[config.mk]
export PLATFORM = sky130hd
export DESIGN_NAME = rrm_datapath
export DESIGN_NICKNAME = d
export VERILOG_FILES = /design/src/hdl/rrm_pkg.sv /design/src/hdl/rrm_datapath.sv
export SDC_FILE = /design/constraint.sdc
export NUM_CORES = 2
export LEC_CHECK = 0
export BUFFER_PORTS_ARGS = -buffer_cell sky130_fd_sc_hd__buf_2
export CORE_MARGIN = 5
export CORE_UTILIZATION = 30
export CTS_CLUSTER_DIAMETER = 50
export DETAILED_ROUTE_END_ITERATION = 6
export PLACE_DENSITY = 0.53
export SYNTH_ARGS = -nofsm -noshare
export SYNTH_HDL_FRONTEND = slang
export SYNTH_SLANG_ARGS = --single-unit
[constraint.sdc]
create_clock -name clk -period 5.1 [get_ports clk]
set_input_delay 0 -clock clk [delete_from_list [all_inputs] [get_ports clk]]
set_output_delay 0 -clock clk [all_outputs]
set_load 0.02 [all_outputs]
[src/hdl/rrm_pkg.sv]
`timescale 1ns / 1ps

package rrm_pkg;

	// Register file geometry.
	localparam int RF_DEPTH = 64;
	localparam int RF_AW    = 6;

	// Register numbers with behavior of their own.
	localparam logic [RF_AW-1:0] REG_COMMAND    = 6'h01;
	localparam logic [RF_AW-1:0] REG_IRQ        = 6'h04;
	localparam logic [RF_AW-1:0] REG_FIFO_DATA  = 6'h09;
	localparam logic [RF_AW-1:0] REG_FIFO_LEVEL = 6'h0A;
	localparam logic [RF_AW-1:0] REG_CONTROL    = 6'h0C;
	localparam logic [RF_AW-1:0] REG_FRAMING    = 6'h0D;
	localparam logic [RF_AW-1:0] REG_VERSION    = 6'h37;

	// Fixed values.
	localparam logic [7:0] VERSION_ID     = 8'h92;
	localparam logic [3:0] OPC_TRANSCEIVE = 4'hC;
	localparam logic [3:0] OPC_SOFT_RESET = 4'hF;
	localparam logic [7:0] CARD_REQA      = 8'h26;
	localparam logic [7:0] CARD_ANTICOLL  = 8'h93;
	localparam logic [7:0] ATQA_LO        = 8'h44;
	localparam logic [7:0] IRQ_TIMER      = 8'h01;
	localparam logic [7:0] IRQ_RX_IDLE    = 8'h30;
	localparam logic [2:0] REQA_LAST     = 3'd1;
	localparam logic [2:0] ANTICOLL_LAST = 3'd4;

	// Controller states.
	typedef enum logic [2:0] {
		ST_IDLE,
		ST_ISSUE,
		ST_TRX,
		ST_LOAD,
		ST_RESP
	} state_t;

	// Datapath operation for the current cycle.
	typedef enum logic [2:0] {
		OP_IDLE,
		OP_ISSUE,
		OP_TRX,
		OP_LOAD,
		OP_RESP
	} dp_op_t;

	// Source of the read byte.
	typedef enum logic [1:0] {
		RS_DIRECT,
		RS_RFMEM,
		RS_FIFO
	} rsel_t;

	typedef struct packed {
		logic   capture;
		dp_op_t op;
	} dp_cmd_t;

	typedef struct packed {
		logic is_trx;
		logic trx_load;
		logic load_last;
		logic out_busy;
	} dp_status_t;

	// Value a register holds after reset or soft reset.
	function automatic logic [7:0] rf_reset_value(input logic [RF_AW-1:0] num);
		logic [7:0] val;
		val = (num == REG_VERSION) ? VERSION_ID : 8'h00;
		return val;
	endfunction

endpackage

[src/hdl/rrm_datapath.sv]
`timescale 1ns / 1ps

module rrm_datapath import rrm_pkg::*; #(
	parameter int FIFO_DEPTH = 64
) (
	input  logic        clk,
	input  logic        arst_n,
	input  dp_cmd_t     cmd,
	output dp_status_t  sts,
	input  logic [7:0]  address_byte,
	input  logic [7:0]  write_byte,
	input  logic        short_transfer,
	input  logic        card_present,
	input  logic [31:0] card_uid,
	output logic        out_valid,
	input  logic        out_ready,
	output logic [7:0]  read_data
);

	localparam int PW = $clog2(FIFO_DEPTH + 1);
	localparam int AW = $clog2(FIFO_DEPTH);

	// Captured access.
	logic [7:0]  addr_q;
	logic [7:0]  wdata_q;
	logic        short_q;
	logic        present_q;
	logic [31:0] uid_q;

	// Architectural state.
	logic [3:0]          cmd_reg_q;
	logic [7:0]          irq_q;
	logic [7:0]          ctl_q;
	logic [PW-1:0]       lvl_q;
	logic [PW-1:0]       wp_q;
	logic [PW-1:0]       rp_q;
	logic [31:0]         saved_uid_q;
	logic [RF_DEPTH-1:0] vld_q;

	logic [7:0] rf_mem [RF_DEPTH];
	logic [7:0] fifo_mem [FIFO_DEPTH];
	logic [7:0] rf_rd_q;
	logic [7:0] fifo_rd_q;

	// Transceive loader and result selection.
	logic [2:0] cnt_q;
	logic       anti_q;
	rsel_t      rsel_q;
	logic [7:0] direct_q;
	logic       out_valid_q;
	logic [7:0] out_data_q;

	logic [RF_AW-1:0] reg_num;
	logic             is_read;
	logic             is_write;
	logic             pop_ok;
	logic             push_ok;
	logic             special;
	logic             rf_we;
	logic             fifo_we;
	logic [AW-1:0]    fifo_wa;
	logic [AW-1:0]    fifo_ra;
	logic [7:0]       fifo_wd;
	logic [7:0]       load_byte;
	logic [7:0]       uid_xor;
	logic [7:0]       special_val;
	logic [7:0]       resp_byte;
	logic             trx_hit;

	// Access decode.
	assign reg_num  = addr_q[6:1];
	assign is_read  = !short_q && addr_q[7];
	assign is_write = !short_q && !addr_q[7];
	assign pop_ok   = rp_q < wp_q;
	assign push_ok  = wp_q < PW'(FIFO_DEPTH);
	assign special  = (reg_num == REG_COMMAND) || (reg_num == REG_IRQ) ||
		(reg_num == REG_FIFO_DATA) || (reg_num == REG_FIFO_LEVEL) ||
		(reg_num == REG_CONTROL);
	assign trx_hit  = (fifo_rd_q == CARD_REQA) || (fifo_rd_q == CARD_ANTICOLL);

	assign sts.is_trx    = is_write && (reg_num == REG_FRAMING) && wdata_q[7] &&
		(cmd_reg_q == OPC_TRANSCEIVE);
	assign sts.trx_load  = (wp_q != '0) && present_q && trx_hit;
	assign sts.load_last = cnt_q == (anti_q ? ANTICOLL_LAST : REQA_LAST);
	assign sts.out_busy  = out_valid_q && !out_ready;

	// Values of registers held in flops.
	always_comb begin
		unique case (reg_num)
			REG_COMMAND:    special_val = {4'h0, cmd_reg_q};
			REG_IRQ:        special_val = irq_q;
			REG_FIFO_LEVEL: special_val = 8'(lvl_q);
			REG_CONTROL:    special_val = ctl_q;
			default:        special_val = 8'h00;
		endcase
	end

	// Bytes written back into the FIFO by a transceive.
	assign uid_xor = saved_uid_q[7:0] ^ saved_uid_q[15:8] ^ saved_uid_q[23:16] ^
		saved_uid_q[31:24];

	always_comb begin
		if (anti_q) begin
			unique case (cnt_q)
				3'd0:    load_byte = saved_uid_q[7:0];
				3'd1:    load_byte = saved_uid_q[15:8];
				3'd2:    load_byte = saved_uid_q[23:16];
				3'd3:    load_byte = saved_uid_q[31:24];
				default: load_byte = uid_xor;
			endcase
		end else begin
			load_byte = (cnt_q == 3'd0) ? ATQA_LO : 8'h00;
		end
	end

	// Memory port controls.
	assign rf_we   = (cmd.op == OP_ISSUE) && is_write && !special;
	assign fifo_we = ((cmd.op == OP_ISSUE) && is_write && (reg_num == REG_FIFO_DATA) &&
		push_ok) || (cmd.op == OP_LOAD);
	assign fifo_wa = (cmd.op == OP_LOAD) ? AW'(cnt_q) : wp_q[AW-1:0];
	assign fifo_wd = (cmd.op == OP_LOAD) ? load_byte : wdata_q;
	assign fifo_ra = sts.is_trx ? '0 : rp_q[AW-1:0];

	// Register file memory.
	always_ff @(posedge clk) begin
		if (rf_we) begin
			rf_mem[reg_num] <= wdata_q;
		end
		if (cmd.op == OP_ISSUE) begin
			rf_rd_q <= rf_mem[reg_num];
		end
	end

	// FIFO memory.
	always_ff @(posedge clk) begin
		if (fifo_we) begin
			fifo_mem[fifo_wa] <= fifo_wd;
		end
		if (cmd.op == OP_ISSUE) begin
			fifo_rd_q <= fifo_mem[fifo_ra];
		end
	end

	// Input capture and payload registers.
	always_ff @(posedge clk) begin
		if (cmd.capture) begin
			addr_q    <= address_byte;
			wdata_q   <= write_byte;
			short_q   <= short_transfer;
			present_q <= card_present;
			uid_q     <= card_uid;
		end
		if (cmd.op == OP_ISSUE) begin
			// Flop-held registers and an empty FIFO answer with a direct byte.
			direct_q <= (is_read && special) ? special_val : 8'h00;
			if (!is_read) begin
				rsel_q <= RS_DIRECT;
			end else if (reg_num == REG_FIFO_DATA) begin
				rsel_q <= pop_ok ? RS_FIFO : RS_DIRECT;
			end else if (special) begin
				rsel_q <= RS_DIRECT;
			end else begin
				rsel_q <= RS_RFMEM;
			end
		end
		if (cmd.op == OP_TRX) begin
			cnt_q  <= 3'd0;
			anti_q <= fifo_rd_q == CARD_ANTICOLL;
		end else if (cmd.op == OP_LOAD) begin
			cnt_q <= cnt_q + 3'd1;
		end
		if ((cmd.op == OP_RESP) && !sts.out_busy) begin
			out_data_q <= resp_byte;
		end
	end

	// Architectural register and pointer updates.
	always_ff @(posedge clk or negedge arst_n) begin
		if (!arst_n) begin
			cmd_reg_q   <= '0;
			irq_q       <= '0;
			ctl_q       <= '0;
			lvl_q       <= '0;
			wp_q        <= '0;
			rp_q        <= '0;
			saved_uid_q <= '0;
			vld_q       <= '0;
		end else begin
			if ((cmd.op == OP_ISSUE) && is_read) begin
				if ((reg_num == REG_FIFO_DATA) && pop_ok) begin
					rp_q <= rp_q + PW'(1);
					if (lvl_q != '0) begin
						lvl_q <= lvl_q - PW'(1);
					end
				end
			end else if ((cmd.op == OP_ISSUE) && is_write) begin
				unique case (reg_num)
					REG_COMMAND: begin
						if (wdata_q[3:0] == OPC_SOFT_RESET) begin
							cmd_reg_q <= '0;
							irq_q     <= '0;
							ctl_q     <= '0;
							lvl_q     <= '0;
							wp_q      <= '0;
							rp_q      <= '0;
							vld_q     <= '0;
						end else begin
							cmd_reg_q <= wdata_q[3:0];
						end
					end
					REG_FIFO_DATA: begin
						if (push_ok) begin
							wp_q  <= wp_q + PW'(1);
							lvl_q <= wp_q + PW'(1);
						end
					end
					REG_FIFO_LEVEL: begin
						if (wdata_q[7]) begin
							wp_q  <= '0;
							rp_q  <= '0;
							lvl_q <= '0;
						end
					end
					REG_IRQ:     irq_q <= wdata_q;
					REG_CONTROL: ctl_q <= wdata_q;
					default:     vld_q[reg_num] <= 1'b1;
				endcase
			end else if (cmd.op == OP_TRX) begin
				// Empty FIFO only raises the timer flag; otherwise the FIFO is consumed.
				if (wp_q == '0) begin
					irq_q <= irq_q | IRQ_TIMER;
				end else begin
					rp_q <= '0;
					if (!present_q || !trx_hit) begin
						wp_q  <= '0;
						irq_q <= irq_q | IRQ_TIMER;
					end else if (fifo_rd_q == CARD_REQA) begin
						wp_q        <= PW'(2);
						lvl_q       <= PW'(2);
						ctl_q       <= '0;
						irq_q       <= irq_q | IRQ_RX_IDLE;
						saved_uid_q <= uid_q;
					end else begin
						wp_q  <= PW'(5);
						lvl_q <= PW'(5);
						ctl_q <= '0;
						irq_q <= irq_q | IRQ_RX_IDLE;
					end
				end
			end
		end
	end

	// Read byte for the response.
	always_comb begin
		unique case (rsel_q)
			RS_RFMEM: resp_byte = vld_q[reg_num] ? rf_rd_q : rf_reset_value(reg_num);
			RS_FIFO:  resp_byte = fifo_rd_q;
			default:  resp_byte = direct_q;
		endcase
	end

	// Output register.
	always_ff @(posedge clk or negedge arst_n) begin
		if (!arst_n) begin
			out_valid_q <= 1'b0;
		end else if ((cmd.op == OP_RESP) && !sts.out_busy) begin
			out_valid_q <= 1'b1;
		end else if (out_ready) begin
			out_valid_q <= 1'b0;
		end
	end

	assign out_valid = out_valid_q;
	assign read_data = out_data_q;

	// The read pointer never passes the write pointer.
	a_rp_le_wp: assert property (@(posedge clk) disable iff (!arst_n)
		rp_q <= wp_q)
		else $error("FIFO read pointer ahead of write pointer");

	// The write pointer never passes the FIFO depth.
	a_wp_bound: assert property (@(posedge clk) disable iff (!arst_n)
		wp_q <= PW'(FIFO_DEPTH))
		else $error("FIFO write pointer beyond depth");

	// The loader stays within the answer it is writing.
	a_load_range: assert property (@(posedge clk) disable iff (!arst_n)
		(cmd.op == OP_LOAD) |-> (cnt_q <= (anti_q ? ANTICOLL_LAST : REQA_LAST)))
		else $error("transceive loader ran past its answer");

	// A new word is only presented out of the response step.
	a_out_from_resp: assert property (@(posedge clk) disable iff (!arst_n)
		$rose(out_valid_q) |-> $past(cmd.op == OP_RESP))
		else $error("output word raised outside the response step");

endmodule

==> insert_results.sql <==
INSERT INTO impl_metrics (metric_group, metric, value, unit) VALUES
('outcome', 'run_status', 'finished, final reports clean', ''),
('logic_synthesis', 'synth_area_per_cell', '16.88', 'um2'),
('logic_synthesis', 'synthDistinctLibCells', '82', ''),
('worst_setup_path', 'cp_num_cells', '6', ''),
('worst_setup_path', 'r2r_path_end', 'fifo_mem[28][0]', ''),
('finish', 'final_net_count', '3335', ''),
('place', 'dp_worst_setup_slack', '1292', 'ps'),
('global_route', 'grt_antenna_before_repair', '0', ''),
('global_route', 'grt_overflow', '0', ''),
('clocking', 'cts-root-to-sink-buffers', '3', ''),
('clocking', 'htreeDepth', '4', ''),
('flow_run', 'cap_violations', '0', ''),
('timing', 'period_minus_slack', '3752', 'ps'),
('drt', 'first_iter_violations', '2453', ''),
('worst_setup_path', 'critical_path.slowest_cell', 'sky130_fd_sc_hd__nor2_1', ''),
('logic_synthesis', 'post_synth_inst_count', '3004', ''),
('die', 'fp-row-count', '150', ''),
('worst_setup_path', 'r2r_setup_slack', '1350', 'ps'),
('die', 'fp.dieH', '421.1', 'um'),
('global_route', 'grt_max_degree', '95', ''),
('logic_synthesis', 'synthesis.yosys.warnings', '0', ''),
('timing', 'final-hold-violation-count', '0', ''),
('worst_setup_path', 'critical_path_buf_inv_count', '0', ''),
('worst_setup_path', 'critical_path.cell_chain', 'or4b_4, nor2_4, nand3_2, nor3_1, nand3_1, nor2_1', ''),
('worst_setup_path', 'worst_setup_path_startpoint', 'short_q', ''),
('logic_synthesis', 'ys_dominant_reg_cell', 'sky130_fd_sc_hd__edfxtp_1', ''),
('global_route', 'wire_length_of_the_first_global_routing_pass', '191500', 'um'),
('timing', 'max_slew_margin_vs_limit', '0.2315', ''),
('power', 'power.density_cell_area', '380.6', 'mW/mm2'),
('finish', 'fin_util', '0.3537', ''),
('worst_setup_path', 'regToRegStartpoint', 'short_q', ''),
('power', 'total_power', '22.56', 'mW'),
('timing', 'tightestPinTransition', '1153', 'ps'),
('clocking', 'cts_inserted_buffers', '137', ''),
('timing', 'final-setup-viol-count', '0', ''),
('place', 'dpl.hpwl', '79540', 'um'),
('place', 'post_dp_cell_area', '0.05399', 'mm2'),
('worst_setup_path', 'critical_path.top_delay_family', 'simple AND/OR/NAND/NOR gates', ''),
('place', 'place.port_buffers', '68', ''),
('worst_setup_path', 'reg2reg_depth', '6', ''),
('power', 'vdd_ir_drop_max', '0.3108', 'mV'),
('drt', 'vias', '27861', ''),
('worst_setup_path', 'path_max_fanout', '10', ''),
('drt', 'drt_wl_total', '130700', 'um'),
('drt', 'detail_route.first_pass.iterations', '5', ''),
('worst_setup_path', 'worstSetupEndpointType', 'flip-flop', ''),
('die', 'boundaryPins', '70', ''),
('clocking', 'post_cts_resized', '0', ''),
('clocking', 'cts_tree', 'built', ''),
('finish', 'final_cell_area', '0.05928', 'mm2'),
('die', 'effective_utilization_at_floorplan', '0.3026', ''),
('timing', 'setup-tns-final', '0', 'ps'),
('timing', 'period_share', '0.7357', ''),
('clocking', 'insertion_delay_to_the_later_sink_of_the_worst_skew_pair', '770', 'ps'),
('drt', 'antenna_violating_nets_post_route', '0', ''),
('finish', 'final_layout_size_suffix_gt1_frac', '0.1760', ''),
('die', 'chipWidth', '421.1', 'um'),
('clocking', 'cts.root.buffer_cell', 'sky130_fd_sc_hd__clkbuf_16', ''),
('worst_setup_path', 'critical_path_class', 'flip-flop to flip-flop', ''),
('clocking', 'holdBufCountCts', '100', ''),
('place', 'globalplace.congestion', '0.8226', ''),
('logic_synthesis', 'postSynth.asyncResetShare', '0.1105', ''),
('die', 'core_area', '0.1676', 'mm2'),
('timing', 'final-max-slew-violation-count', '0', ''),
('drt', 'wl_per_cell', '23.47', 'um'),
('clocking', 'clkTransAtPathRegs', '60', 'ps'),
('timing', 'rsz_0062_raised_after_global_routing', 'false', ''),
('drt', 'vias_per_cell', '5.003', ''),
('power', 'leakage', '19.86', 'nW'),
('finish', 'mostFrequentLayoutCell', 'sky130_fd_sc_hd__edfxtp_1', ''),
('global_route', 'vias_in_the_first_global_route', '27947', '');
## layer usage
metal	GRT usage	share of wire	vias to the layer above
met2	0.2384	0.49	836
li1	-	-	12454
met3	0.02334	0.054	210
met5	0	0	-
met4	0.05257	0.034	0
met1	0.1921	0.42	14361
## layout make-up
class | instances | area [um2]
antenna | 1 | 2.502
inverter | 23 | 86.33
timing repair buffer | 250 | 2081
fill | 15760 | 108300
clock buffer | 176 | 3701
clock inverter | 66 | 564.3
sequential | 1249 | 36790
tap | 2204 | 2758
multi-input combinational | 1600 | 13300
## worst min path at each step
stage                                 end  depth (start not counted)         start
after floorplan              cmd_reg_q[0]                          0        arst_n
after global placement    saved_uid_q[20]                          1        arst_n
after detailed placement        vld_q[46]                          1        arst_n
after CTS                       uid_q[29]                          2  card_uid[29]
after global routing             uid_q[2]                          2   card_uid[2]
final                           uid_q[21]                          2  card_uid[21]
## flip-flops by register name (all words and copies together) (netlist names), 2 cells and up
name / count
lvl_q: 7
rsel_q: 2
ctl_q: 8
rp_q: 7
addr_q: 7
cnt_q: 3
fifo_rd_q: 8
wdata_q: 8
vld_q: 64
irq_q: 8
rf_mem: 512
wp_q: 7
cmd_reg_q: 4
uid_q: 32
rf_rd_q: 8
fifo_mem: 512
read_data: 8
saved_uid_q: 32
direct_q: 8
## report_power, final
| group | total [mW] | internal [mW] | switching [mW] | leakage [nW] |
|---|---|---|---|---|
| combinational | 1.59 | 0.531 | 1.06 | 5.81 |
| sequential | 11.5 | 11.4 | 0.0948 | 12.0 |
| clock | 9.52 | 5.49 | 4.03 | 2.09 |
## cell usage after synthesis (25+ instances only)
cell | n | area share
sky130_fd_sc_hd__edfxtp_1 | 1108 | 0.66
sky130_fd_sc_hd__nor2_1 | 263 | 0.019
sky130_fd_sc_hd__mux4_2 | 184 | 0.082
sky130_fd_sc_hd__mux2i_1 | 171 | 0.034
sky130_fd_sc_hd__nand2_1 | 153 | 0.011
sky130_fd_sc_hd__dfrtp_1 | 138 | 0.068
sky130_fd_sc_hd__a211oi_1 | 104 | 0.015
sky130_fd_sc_hd__a21oi_1 | 104 | 0.010
sky130_fd_sc_hd__clkbuf_1 | 79 | 0.0058
sky130_fd_sc_hd__nor2b_1 | 64 | 0.0079
sky130_fd_sc_hd__o21ai_0 | 54 | 0.0053
sky130_fd_sc_hd__buf_2 | 51 | 0.0050
sky130_fd_sc_hd__o22ai_1 | 49 | 0.0060
sky130_fd_sc_hd__nand3_1 | 46 | 0.0045
sky130_fd_sc_hd__mux2_2 | 34 | 0.0076
sky130_fd_sc_hd__buf_1 | 25 | 0.0019
## cell families after synthesis
kind of cell | Yosys count | share of synthesized area
buf+inv | 194 | 0.01801
fa+ha+maj | 17 | 0.004194
other cells | 1 | 0.00007395
xor+xnor | 29 | 0.005009
mux | 391 | 0.1235
compound gates | 458 | 0.06131
simple gates | 665 | 0.06245
flops | 1249 | 0.7254
## per-stage QoR
stage | hold slack, ps | instances
6_report | 26.46 | 5569
5_1_grt | 31.31 | 5568
4_1_cts | 12.11 | 5568
3_5_place_dp | 149.5 | 5226
3_3_place_gp | 152.7 | 5226
2_1_floorplan | -295.6 | 3043
Power figures use the tool's default switching activity.
